**src/rtl/core/multi_channel_sensor_frame_deframer_core_macros.svh**
```systemverilog
// ----------------------------------------------------------------------------
// Deframer assertion macros
// Concurrent assertion wrappers, compiled out when ASSERT_OFF is defined.
// ----------------------------------------------------------------------------
`ifndef MULTI_CHANNEL_SENSOR_FRAME_DEFRAMER_CORE_MACROS_SVH
`define MULTI_CHANNEL_SENSOR_FRAME_DEFRAMER_CORE_MACROS_SVH

`ifndef ASSERT_OFF

// Checked on every clock edge outside reset
`define DFR_ASSERT(lbl, prop, msg) \
	lbl: assert property (@(posedge clk) disable iff (!arst_n) (prop)) \
	else $error(msg);

// Checked on every clock edge, reset included
`define DFR_ASSERT_ALWAYS(lbl, prop, msg) \
	lbl: assert property (@(posedge clk) (prop)) \
	else $error(msg);

`else

`define DFR_ASSERT(lbl, prop, msg)
`define DFR_ASSERT_ALWAYS(lbl, prop, msg)

`endif

`endif

```
**src/rtl/core/dfr_pkg.sv**
```systemverilog
// ----------------------------------------------------------------------------
// Deframer package
// Word and record types, register indexes and frame constants.
// ----------------------------------------------------------------------------
package dfr_pkg;

	localparam int CHANNELS_DEF  = 4;
	localparam int CHANNEL_W     = 2;
	localparam int BYTE_W        = 8;
	localparam int PAYLOAD_BYTES = 6;
	localparam int LANE_W        = 3;
	localparam int POS_W         = 3;
	localparam int WALL_W        = 6;

	localparam logic [POS_W-1:0] POS_HUNT   = POS_W'(0);
	localparam logic [POS_W-1:0] POS_FIRST  = POS_W'(1);
	localparam logic [POS_W-1:0] POS_FOOTER = POS_W'(PAYLOAD_BYTES + 1);

	// Configuration register indexes
	localparam int CFG_IDX_W = 1;
	localparam logic [CFG_IDX_W-1:0] REG_HEADER = CFG_IDX_W'(0);
	localparam logic [CFG_IDX_W-1:0] REG_FOOTER = CFG_IDX_W'(1);

	localparam logic [BYTE_W-1:0] HEADER_RST = 8'hFF;
	localparam logic [BYTE_W-1:0] FOOTER_RST = 8'hAA;

	// Payload byte positions within a stored row
	localparam int LANE_BALL_DIR  = 0;
	localparam int LANE_BALL_DIST = 1;
	localparam int LANE_GOAL_DIR  = 2;
	localparam int LANE_GOAL_HGT  = 3;
	localparam int LANE_FLAGS     = 4;
	localparam int LANE_PROX      = 5;

	typedef logic [PAYLOAD_BYTES-1:0][BYTE_W-1:0] payload_row_t;

	typedef struct packed {
		logic [CHANNEL_W-1:0] channel;
		logic [BYTE_W-1:0]    rx_byte;
	} in_word_t;

	typedef struct packed {
		logic [CHANNEL_W-1:0] source_channel;
		logic [BYTE_W-1:0]    ball_direction;
		logic [BYTE_W-1:0]    ball_distance;
		logic [BYTE_W-1:0]    goal_direction;
		logic [BYTE_W-1:0]    goal_elevation;
		logic                 goal_is_yellow;
		logic                 goal_in_front;
		logic [WALL_W-1:0]    wall_distance;
		logic [BYTE_W-1:0]    proximity;
	} rec_t;

	// Frame controller to payload store and record stage
	typedef struct packed {
		logic              wr;
		logic              rd;
		logic [LANE_W-1:0] lane;
		logic [BYTE_W-1:0] wdata;
	} mem_cmd_t;

	// Record stage status back to the top level
	typedef struct packed {
		logic s1_valid;
		logic free;
	} stage_stat_t;

endpackage

```
**src/rtl/core/dfr_frame_ctl.sv**
```systemverilog
// ----------------------------------------------------------------------------
// Deframer frame controller
// Header and footer registers, per-channel frame position and word decode.
// ----------------------------------------------------------------------------
module dfr_frame_ctl #(
	parameter int CHANNELS = dfr_pkg::CHANNELS_DEF,
	localparam int CH_W = (CHANNELS > 1) ? $clog2(CHANNELS) : 1
) (
	input  logic                           clk,
	input  logic                           arst_n,
	input  logic                           accept,
	input  dfr_pkg::in_word_t              word,
	input  logic                           cfg_wr_en,
	input  logic [dfr_pkg::CFG_IDX_W-1:0]  cfg_index,
	input  logic [dfr_pkg::BYTE_W-1:0]     cfg_wdata,
	output dfr_pkg::mem_cmd_t              cmd,
	output logic [CH_W-1:0]                row
);
	import dfr_pkg::*;

	localparam int CHX_W = (CH_W > CHANNEL_W) ? CH_W : CHANNEL_W;

	logic [BYTE_W-1:0] header_q;
	logic [BYTE_W-1:0] footer_q;
	logic [POS_W-1:0]  pos_q [CHANNELS];

	logic [CHX_W-1:0]  chx;
	logic              in_range;
	logic [POS_W-1:0]  pos;
	logic [POS_W-1:0]  pos_nxt;
	logic              upd;

	assign chx      = CHX_W'(word.channel);
	assign row      = chx[CH_W-1:0];
	assign in_range = (32'(chx) < 32'(CHANNELS));
	assign pos      = pos_q[row];

	always_comb begin
		cmd       = '0;
		cmd.wdata = word.rx_byte;
		cmd.lane  = LANE_W'(pos - POS_FIRST);
		pos_nxt   = pos;
		upd       = accept && in_range;
		if (pos == POS_HUNT) begin
			if (word.rx_byte == header_q) begin
				pos_nxt = POS_FIRST;
			end
		end else if (pos >= POS_FOOTER) begin
			// back to hunting whether or not the footer matches
			pos_nxt = POS_HUNT;
			cmd.rd  = upd && (word.rx_byte == footer_q);
		end else begin
			pos_nxt = pos + POS_FIRST;
			cmd.wr  = upd;
		end
	end

	always_ff @(posedge clk or negedge arst_n) begin
		if (!arst_n) begin
			for (int i = 0; i < CHANNELS; i++) begin
				pos_q[i] <= POS_HUNT;
			end
		end else if (upd) begin
			pos_q[row] <= pos_nxt;
		end
	end

	always_ff @(posedge clk or negedge arst_n) begin
		if (!arst_n) begin
			header_q <= HEADER_RST;
			footer_q <= FOOTER_RST;
		end else if (cfg_wr_en) begin
			unique case (cfg_index)
				REG_HEADER: header_q <= cfg_wdata;
				REG_FOOTER: footer_q <= cfg_wdata;
				default: ;
			endcase
		end
	end

endmodule

```
**src/rtl/core/dfr_payload_mem.sv**
```systemverilog
// ----------------------------------------------------------------------------
// Deframer payload store
// One row of payload bytes per channel, byte write, registered row read.
// ----------------------------------------------------------------------------
module dfr_payload_mem #(
	parameter int CHANNELS = dfr_pkg::CHANNELS_DEF,
	localparam int CH_W = (CHANNELS > 1) ? $clog2(CHANNELS) : 1
) (
	input  logic                  clk,
	input  dfr_pkg::mem_cmd_t     cmd,
	input  logic [CH_W-1:0]       row,
	output dfr_pkg::payload_row_t rd_row_s1
);
	import dfr_pkg::*;

	payload_row_t mem [CHANNELS];

	always_ff @(posedge clk) begin
		if (cmd.wr) begin
			mem[row][cmd.lane] <= cmd.wdata;
		end
	end

	// the footer word reads the whole row at once
	always_ff @(posedge clk) begin
		if (cmd.rd) begin
			rd_row_s1 <= mem[row];
		end
	end

endmodule

```
**src/rtl/core/dfr_out_stage.sv**
```systemverilog
// ----------------------------------------------------------------------------
// Deframer record stage
// Holds a completed frame, unpacks it and registers the outgoing record.
// ----------------------------------------------------------------------------
module dfr_out_stage (
	input  logic                           clk,
	input  logic                           arst_n,
	input  logic                           accept,
	input  logic                           hit,
	input  logic [dfr_pkg::CHANNEL_W-1:0]  channel,
	input  dfr_pkg::payload_row_t          rd_row_s1,
	input  logic                           rec_ready,
	output logic                           rec_valid,
	output dfr_pkg::rec_t                  rec_data,
	output dfr_pkg::stage_stat_t           stat
);
	import dfr_pkg::*;

	logic                 valid_s1;
	logic [CHANNEL_W-1:0] channel_s1;
	logic                 out_valid_q;
	rec_t                 rec_q;
	rec_t                 rec_nxt;
	logic                 adv;
	logic [BYTE_W-1:0]    flags;

	assign adv = valid_s1 && (!out_valid_q || rec_ready);

	assign stat.s1_valid = valid_s1;
	assign stat.free     = !valid_s1 || adv;

	assign flags = rd_row_s1[LANE_FLAGS];

	always_comb begin
		rec_nxt.source_channel = channel_s1;
		rec_nxt.ball_direction = rd_row_s1[LANE_BALL_DIR];
		rec_nxt.ball_distance  = rd_row_s1[LANE_BALL_DIST];
		rec_nxt.goal_direction = rd_row_s1[LANE_GOAL_DIR];
		rec_nxt.goal_elevation = rd_row_s1[LANE_GOAL_HGT];
		rec_nxt.goal_is_yellow = flags[0];
		rec_nxt.goal_in_front  = flags[1];
		rec_nxt.wall_distance  = flags[BYTE_W-1:2];
		rec_nxt.proximity      = rd_row_s1[LANE_PROX];
	end

	always_ff @(posedge clk or negedge arst_n) begin
		if (!arst_n) begin
			valid_s1    <= 1'b0;
			out_valid_q <= 1'b0;
		end else begin
			if (accept) begin
				valid_s1 <= hit;
			end else if (adv) begin
				valid_s1 <= 1'b0;
			end
			if (adv) begin
				out_valid_q <= 1'b1;
			end else if (rec_ready) begin
				out_valid_q <= 1'b0;
			end
		end
	end

	always_ff @(posedge clk) begin
		if (accept && hit) begin
			channel_s1 <= channel;
		end
		if (adv) begin
			rec_q <= rec_nxt;
		end
	end

	assign rec_valid = out_valid_q;
	assign rec_data  = rec_q;

endmodule

```
**src/rtl/core/multi_channel_sensor_frame_deframer_core.sv**
```systemverilog
// ----------------------------------------------------------------------------
// Multi-channel sensor frame deframer
// Per-channel header / payload / footer framing of tagged serial bytes.
// ----------------------------------------------------------------------------
// Input words (byte_valid/byte_ready/byte_data) carry a channel tag and one
// received byte. Each channel hunts for the header byte, stores six payload
// bytes and then checks the footer byte; a matching footer yields one decoded
// record on rec_valid/rec_ready/rec_data, a wrong one yields nothing. Either
// way the channel returns to hunting. Words tagged beyond CHANNELS are dropped.
// Header and footer values are set through cfg_wr_en/cfg_index/cfg_wdata
// (index 0 header, index 1 footer); the user writes them only while the block
// is idle, which the block itself does not enforce. Throughput: one word per
// cycle while byte_ready is high. A record reaches rec_valid through the
// payload row read into the holding stage and then the output register.
// When the receiver stalls, the held record and the output register absorb
// two completed frames; byte_ready falls only while both are full and the
// receiver is not taking the output.
// Reset returns every channel to hunting, restores the header to 0xFF and
// the footer to 0xAA and empties both stages. The payload store is not
// cleared: an entry is always written before a completed frame reads it.
// ----------------------------------------------------------------------------
`include "multi_channel_sensor_frame_deframer_core_macros.svh"

module multi_channel_sensor_frame_deframer_core #(
	parameter int CHANNELS = dfr_pkg::CHANNELS_DEF
) (
	input  logic                          clk,
	input  logic                          arst_n,
	input  logic                          byte_valid,
	output logic                          byte_ready,
	input  dfr_pkg::in_word_t             byte_data,
	output logic                          rec_valid,
	input  logic                          rec_ready,
	output dfr_pkg::rec_t                 rec_data,
	input  logic                          cfg_wr_en,
	input  logic [dfr_pkg::CFG_IDX_W-1:0] cfg_index,
	input  logic [dfr_pkg::BYTE_W-1:0]    cfg_wdata
);
	import dfr_pkg::*;

	localparam int CH_W = (CHANNELS > 1) ? $clog2(CHANNELS) : 1;

	logic          accept;
	mem_cmd_t      cmd;
	logic [CH_W-1:0] row;
	payload_row_t  rd_row_s1;
	stage_stat_t   stat;

	assign byte_ready = stat.free;
	assign accept     = byte_valid && byte_ready;

	dfr_frame_ctl #(
		.CHANNELS (CHANNELS)
	) u_ctl (
		.clk       (clk),
		.arst_n    (arst_n),
		.accept    (accept),
		.word      (byte_data),
		.cfg_wr_en (cfg_wr_en),
		.cfg_index (cfg_index),
		.cfg_wdata (cfg_wdata),
		.cmd       (cmd),
		.row       (row)
	);

	dfr_payload_mem #(
		.CHANNELS (CHANNELS)
	) u_mem (
		.clk       (clk),
		.cmd       (cmd),
		.row       (row),
		.rd_row_s1 (rd_row_s1)
	);

	dfr_out_stage u_out (
		.clk       (clk),
		.arst_n    (arst_n),
		.accept    (accept),
		.hit       (cmd.rd),
		.channel   (byte_data.channel),
		.rd_row_s1 (rd_row_s1),
		.rec_ready (rec_ready),
		.rec_valid (rec_valid),
		.rec_data  (rec_data),
		.stat      (stat)
	);

	// a full holding stage behind a stalled output must stop input
	`DFR_ASSERT(a_full_blocks, stat.s1_valid && rec_valid && !rec_ready |-> !byte_ready, "input taken while both stages are full")
	// a record only appears after a frame was held
	`DFR_ASSERT(a_out_from_s1, $rose(rec_valid) |-> $past(stat.s1_valid), "record without a held frame")
	// a held frame only comes from an accepted footer word
	`DFR_ASSERT(a_s1_from_accept, $rose(stat.s1_valid) |-> $past(accept && cmd.rd), "held frame without a footer word")
	// no payload write and row read from the same word
	`DFR_ASSERT_ALWAYS(a_wr_rd_excl, !(cmd.wr && cmd.rd), "payload write and read together")

endmodule
```
**config.mk**
```make
export PLATFORM = sky130hd
export DESIGN_NAME = multi_channel_sensor_frame_deframer_core
export DESIGN_NICKNAME = d
export VERILOG_FILES = /design/src/rtl/core/dfr_pkg.sv /design/src/rtl/core/dfr_frame_ctl.sv /design/src/rtl/core/dfr_payload_mem.sv /design/src/rtl/core/dfr_out_stage.sv /design/src/rtl/core/multi_channel_sensor_frame_deframer_core.sv
export VERILOG_INCLUDE_DIRS = /design/src /design/src/rtl/core
export SDC_FILE = /design/constraint.sdc
export NUM_CORES = 1
export LEC_CHECK = 0
export ABC_CLOCK_PERIOD_IN_PS = 10300
export BUFFER_PORTS_ARGS = -buffer_cell sky130_fd_sc_hd__buf_2
export CELL_PAD_IN_SITES_DETAIL_PLACEMENT = 1
export CELL_PAD_IN_SITES_GLOBAL_PLACEMENT = 2
export CORE_AREA = 5 5 194 196
export DETAILED_ROUTE_END_ITERATION = 12
export DIE_AREA = 0 0 199 201
export GPL_TIMING_DRIVEN = 0
export PLACE_DENSITY = 0.66
export SETUP_SLACK_MARGIN = 0.4
export SYNTH_ARGS = -nofsm -noshare
export SYNTH_HDL_FRONTEND = slang
export SYNTH_SLANG_ARGS = --single-unit
```
**constraint.sdc**
```tcl
create_clock -name clk -period 10.3 [get_ports clk]
set_input_delay 1.03 -clock clk [delete_from_list [all_inputs] [get_ports clk]]
set_output_delay 1.03 -clock clk [all_outputs]
set_load 0.02 [all_outputs]
```
==> metrics.md <==
| Metric | Value |
|---|---|
| Cell Pwr Density | `226.3 mW/mm²` |
| CTS tree | `yes` |
| Core box area | `0.03591 mm²` |
| Post-DP HPWL | `15.20 mm` |
| Number of global-route vias before repair | `5950` |
| Critical Path Start Type | `input port` |
| Clock buffer depth | `3` |
| Fmax | `244.6 MHz` |
| Final WL | `23.56 mm` |
| Req. time, crit path | `10.42 ns` |
| Synth Instances | `530` |
| Final setup TNS | `0 ns` |
| Die area | `0.04000 mm²` |
| GRT Total Usage | `0.1192` |
| WL/cell | `20.61 µm` |
| Layout fillers | `3446` |
| I/O Buffers | `75` |
| Ant. Diodes | `0` |
| Global-route wire length before repair | `36.34 mm` |
| Sequential cell area | `0.009534 mm²` |
| Clk_lat worst skew | `0.51 ns` |
| Worst hold path class | `reg2reg` |
| Max-Slew Margin vs Limit | `0.2054` |
| Total CTS buffers | `36` |
| Pre-antenna DRT Iters | `4` |
| Final hold vios | `0` |
| Via-to-Cell Ratio | `4.724` |
| Distinct cells, synth | `40` |
| Synth cell count leaders | `edfxtp_1 (292), mux4_2 (51), dfrtp_1 (18), nor3_2 (18)` |
| Finished Core Util | `0.3953` |
| H-Tree Depth | `2` |
| Clock transition at path regs | `0.05 ns` |
| Syn-to-layout area delta | `18.85%` |
| Hold depth | `0` |
| Peak supply drop | `0.0001244 V` |
| Sw Ratio | `0.2369` |
| Ys Warns | `0` |
| Fin. max-slew vios | `0` |
| Largest cells by area after synthesis | `edfxtp_1 (73%), mux4_2 (9.6%), dfrtp_1 (3.8%)` |
| Tmin final | `4.088 ns` |
| Die Ht | `201 µm` |
| Synth area leader | `edfxtp_1` |
| Layout cells sized above 1 | `0.3822` |
| Netlist Area Pre-Place | `0.01194 mm²` |
| # clock sinks | `322` |
| Post-route clock skew | `0.01637 ns` |
| Sequential share of the synthesized area | `0.7982` |
| Largest net degree at the start of global routing | `32` |
| Top Ports | `76` |
| Async S/R FF share, synth | `0.09317` |
| FP Rows | `70` |
| Leak Pwr | `4.648 nW` |
| Most common cell in the synthesized netlist | `edfxtp_1` |
| Least-Margin Pin Slew | `1.182 ns` |
| Clock share of power | `0.402` |
| Starting density of the core | `0.3326` |
| Die width | `199 µm` |
| Mapped Nets | `558` |
| Multi-input logic area | `0.002271 mm²` |
| GPL Wtd Cong | `0.7552` |
| CP arrival | `4.20 ns` |
| Remaining antenna violation count after routing | `0` |
| PostCTS Resize Cnt | `0` |
| Switching power | `0.7613 mW` |
| Worst Path Class, Setup | `in2reg` |
| Synth top area share | `0.7341` |
| CTS Hold Buffers Added | `0` |
| Worst r2r path cells | `6` |
| Final setup vio count | `0` |
| Worst setup EP type | `flop` |
| Setup bufs post-CTS | `0` |
| Clock root buffer master | `clkbuf_16` |
| Vias | `5400` |
| Post-synth EDFFs | `292` |
| Hold WS | `0.4166 ns` |
| Congestion Overflow GR | `0` |
| Yosys reg bits | `322` |
| Outcome | `finished, final reports clean` |
| Post-Syn Area per Cell | `22.54 µm²` |
| Register share of total power | `0.479` |
| Total power | `3.213 mW` |
| Ys flop type | `edfxtp_1` |
| DRC violations left | `0` |
| Combinational Power Share | `0.118` |
| DRT iter0 DRCs | `251` |
| Number of max-cap violations | `0` |
| P_int | `2.452 mW` |
| Worst-path fanout max | `9` |
| Crit share post-route | `0.3969` |
| Initial antenna violation count | `0` |
| RSZ-0062 raised after global routing | `no` |
| Number of nets in the layout | `676` |
per-layer routing:
metal / global-route usage / routed length [µm]
met1: 0.1543 / 9675
met4: 0.03004 / 472
met3: 0.02602 / 1312
met2: 0.2045 / 12100
met5: 0 / 0
state kept, by name, indices dropped and copies added, names as in the netlist:
name and flops:
u_out.rec_valid 1, u_mem.rd_row_s1 48, u_ctl.header_q 8, u_out.channel_s1 2
u_out.valid_s1 1, u_out.rec_data 50, u_ctl.pos_q 12, u_mem.mem 192
u_ctl.footer_q 8
path summary, 6_finish.rpt:
path                                               startpoint                       endpoint  slack [ns]
worst max-delay path                             byte_data[9]      u_mem.mem[0][4]$_DFFE_PP_        6.21
worst min-delay path            u_mem.rd_row_s1[12]$_DFFE_PP_   u_out.rec_data[36]$_DFFE_PP_        0.42
worst max register to register     u_ctl.pos_q[1]$_DFFE_PN0P_      u_mem.mem[0][4]$_DFFE_PP_        6.68
worst min register to register  u_mem.rd_row_s1[12]$_DFFE_PP_   u_out.rec_data[36]$_DFFE_PP_        0.42
max in group asynchronous                              arst_n  u_ctl.footer_q[4]$_DFFE_PN0P_        9.29
min in group asynchronous                              arst_n     u_ctl.pos_q[8]$_DFFE_PN0P_        0.56
cell type report:
class,instances,area share
Timing Repair Buffer,80,0.03103
Multi-Input combinational cell,182,0.1600
Tap cell,468,0.04125
Inverter,4,0.001058
Clock buffer,43,0.06831
Sequential cell,322,0.6717
Buffer,22,0.009167
Clock inverter,22,0.01754
power by group through the flow:
stage | registers [mW] | clock network [mW] | logic [mW]
after floorplan | 1.55 | 0 | 0.285
after global placement | 1.56 | 0 | 0.365
after detailed placement | 1.57 | 0 | 0.384
after CTS | 1.54 | 1.33 | 0.385
after global routing | 1.55 | 1.40 | 0.412
final | 1.54 | 1.29 | 0.380
critical path: stages:
cell and delay (ns):
buf_2 0.10, buf_4 0.18, mux4_2 0.62, ha_1 0.24, ha_1 0.25, nor3_1 0.55, nand4b_4 0.22, nor4_2 0.99
cell usage in the layout, fill, tap and decap left out, drive strengths merged:
cell type  instances
nand4b             1
xnor2             17
o211ai             1
nand4bb            1
ha                 4
clkinv            15
inv                4
edfxtp           292
dfrtp             18
bufinv             5
o31ai              5
o211a              1
nor4               6
mux2              18
or3                4
clkbuf            49
nor2              11
nand3              2
and2               1
a31oi              5
o22ai              1
nand2b             7
buf               96
nor2b              4
clkinvlp           2
nor3              21
nand2             10
dfstp             12
and3               1
and3b              1
a32o               4
nand3b             1
mux4              51
nand4              4
through the flow:
step                worst slack, ns  cells  area [µm²]
finish                        6.212   1143       14190
global route                  5.949   1143       14190
CTS                           6.141   1143       14190
detailed placement            5.615   1078       12980
global placement              1.692   1073       12900
floorplan                     3.927    530       11940
cells by family after synthesis:
family	count (synthesis)	share of synthesized area
mux	69	0.1131
buf+inv	26	0.01215
xor+xnor	17	0.01309
compound gates	17	0.01236
flops	322	0.7982
simple gates	75	0.04682
fa+ha+maj	4	0.004190
Power figures use the tool's default switching activity.
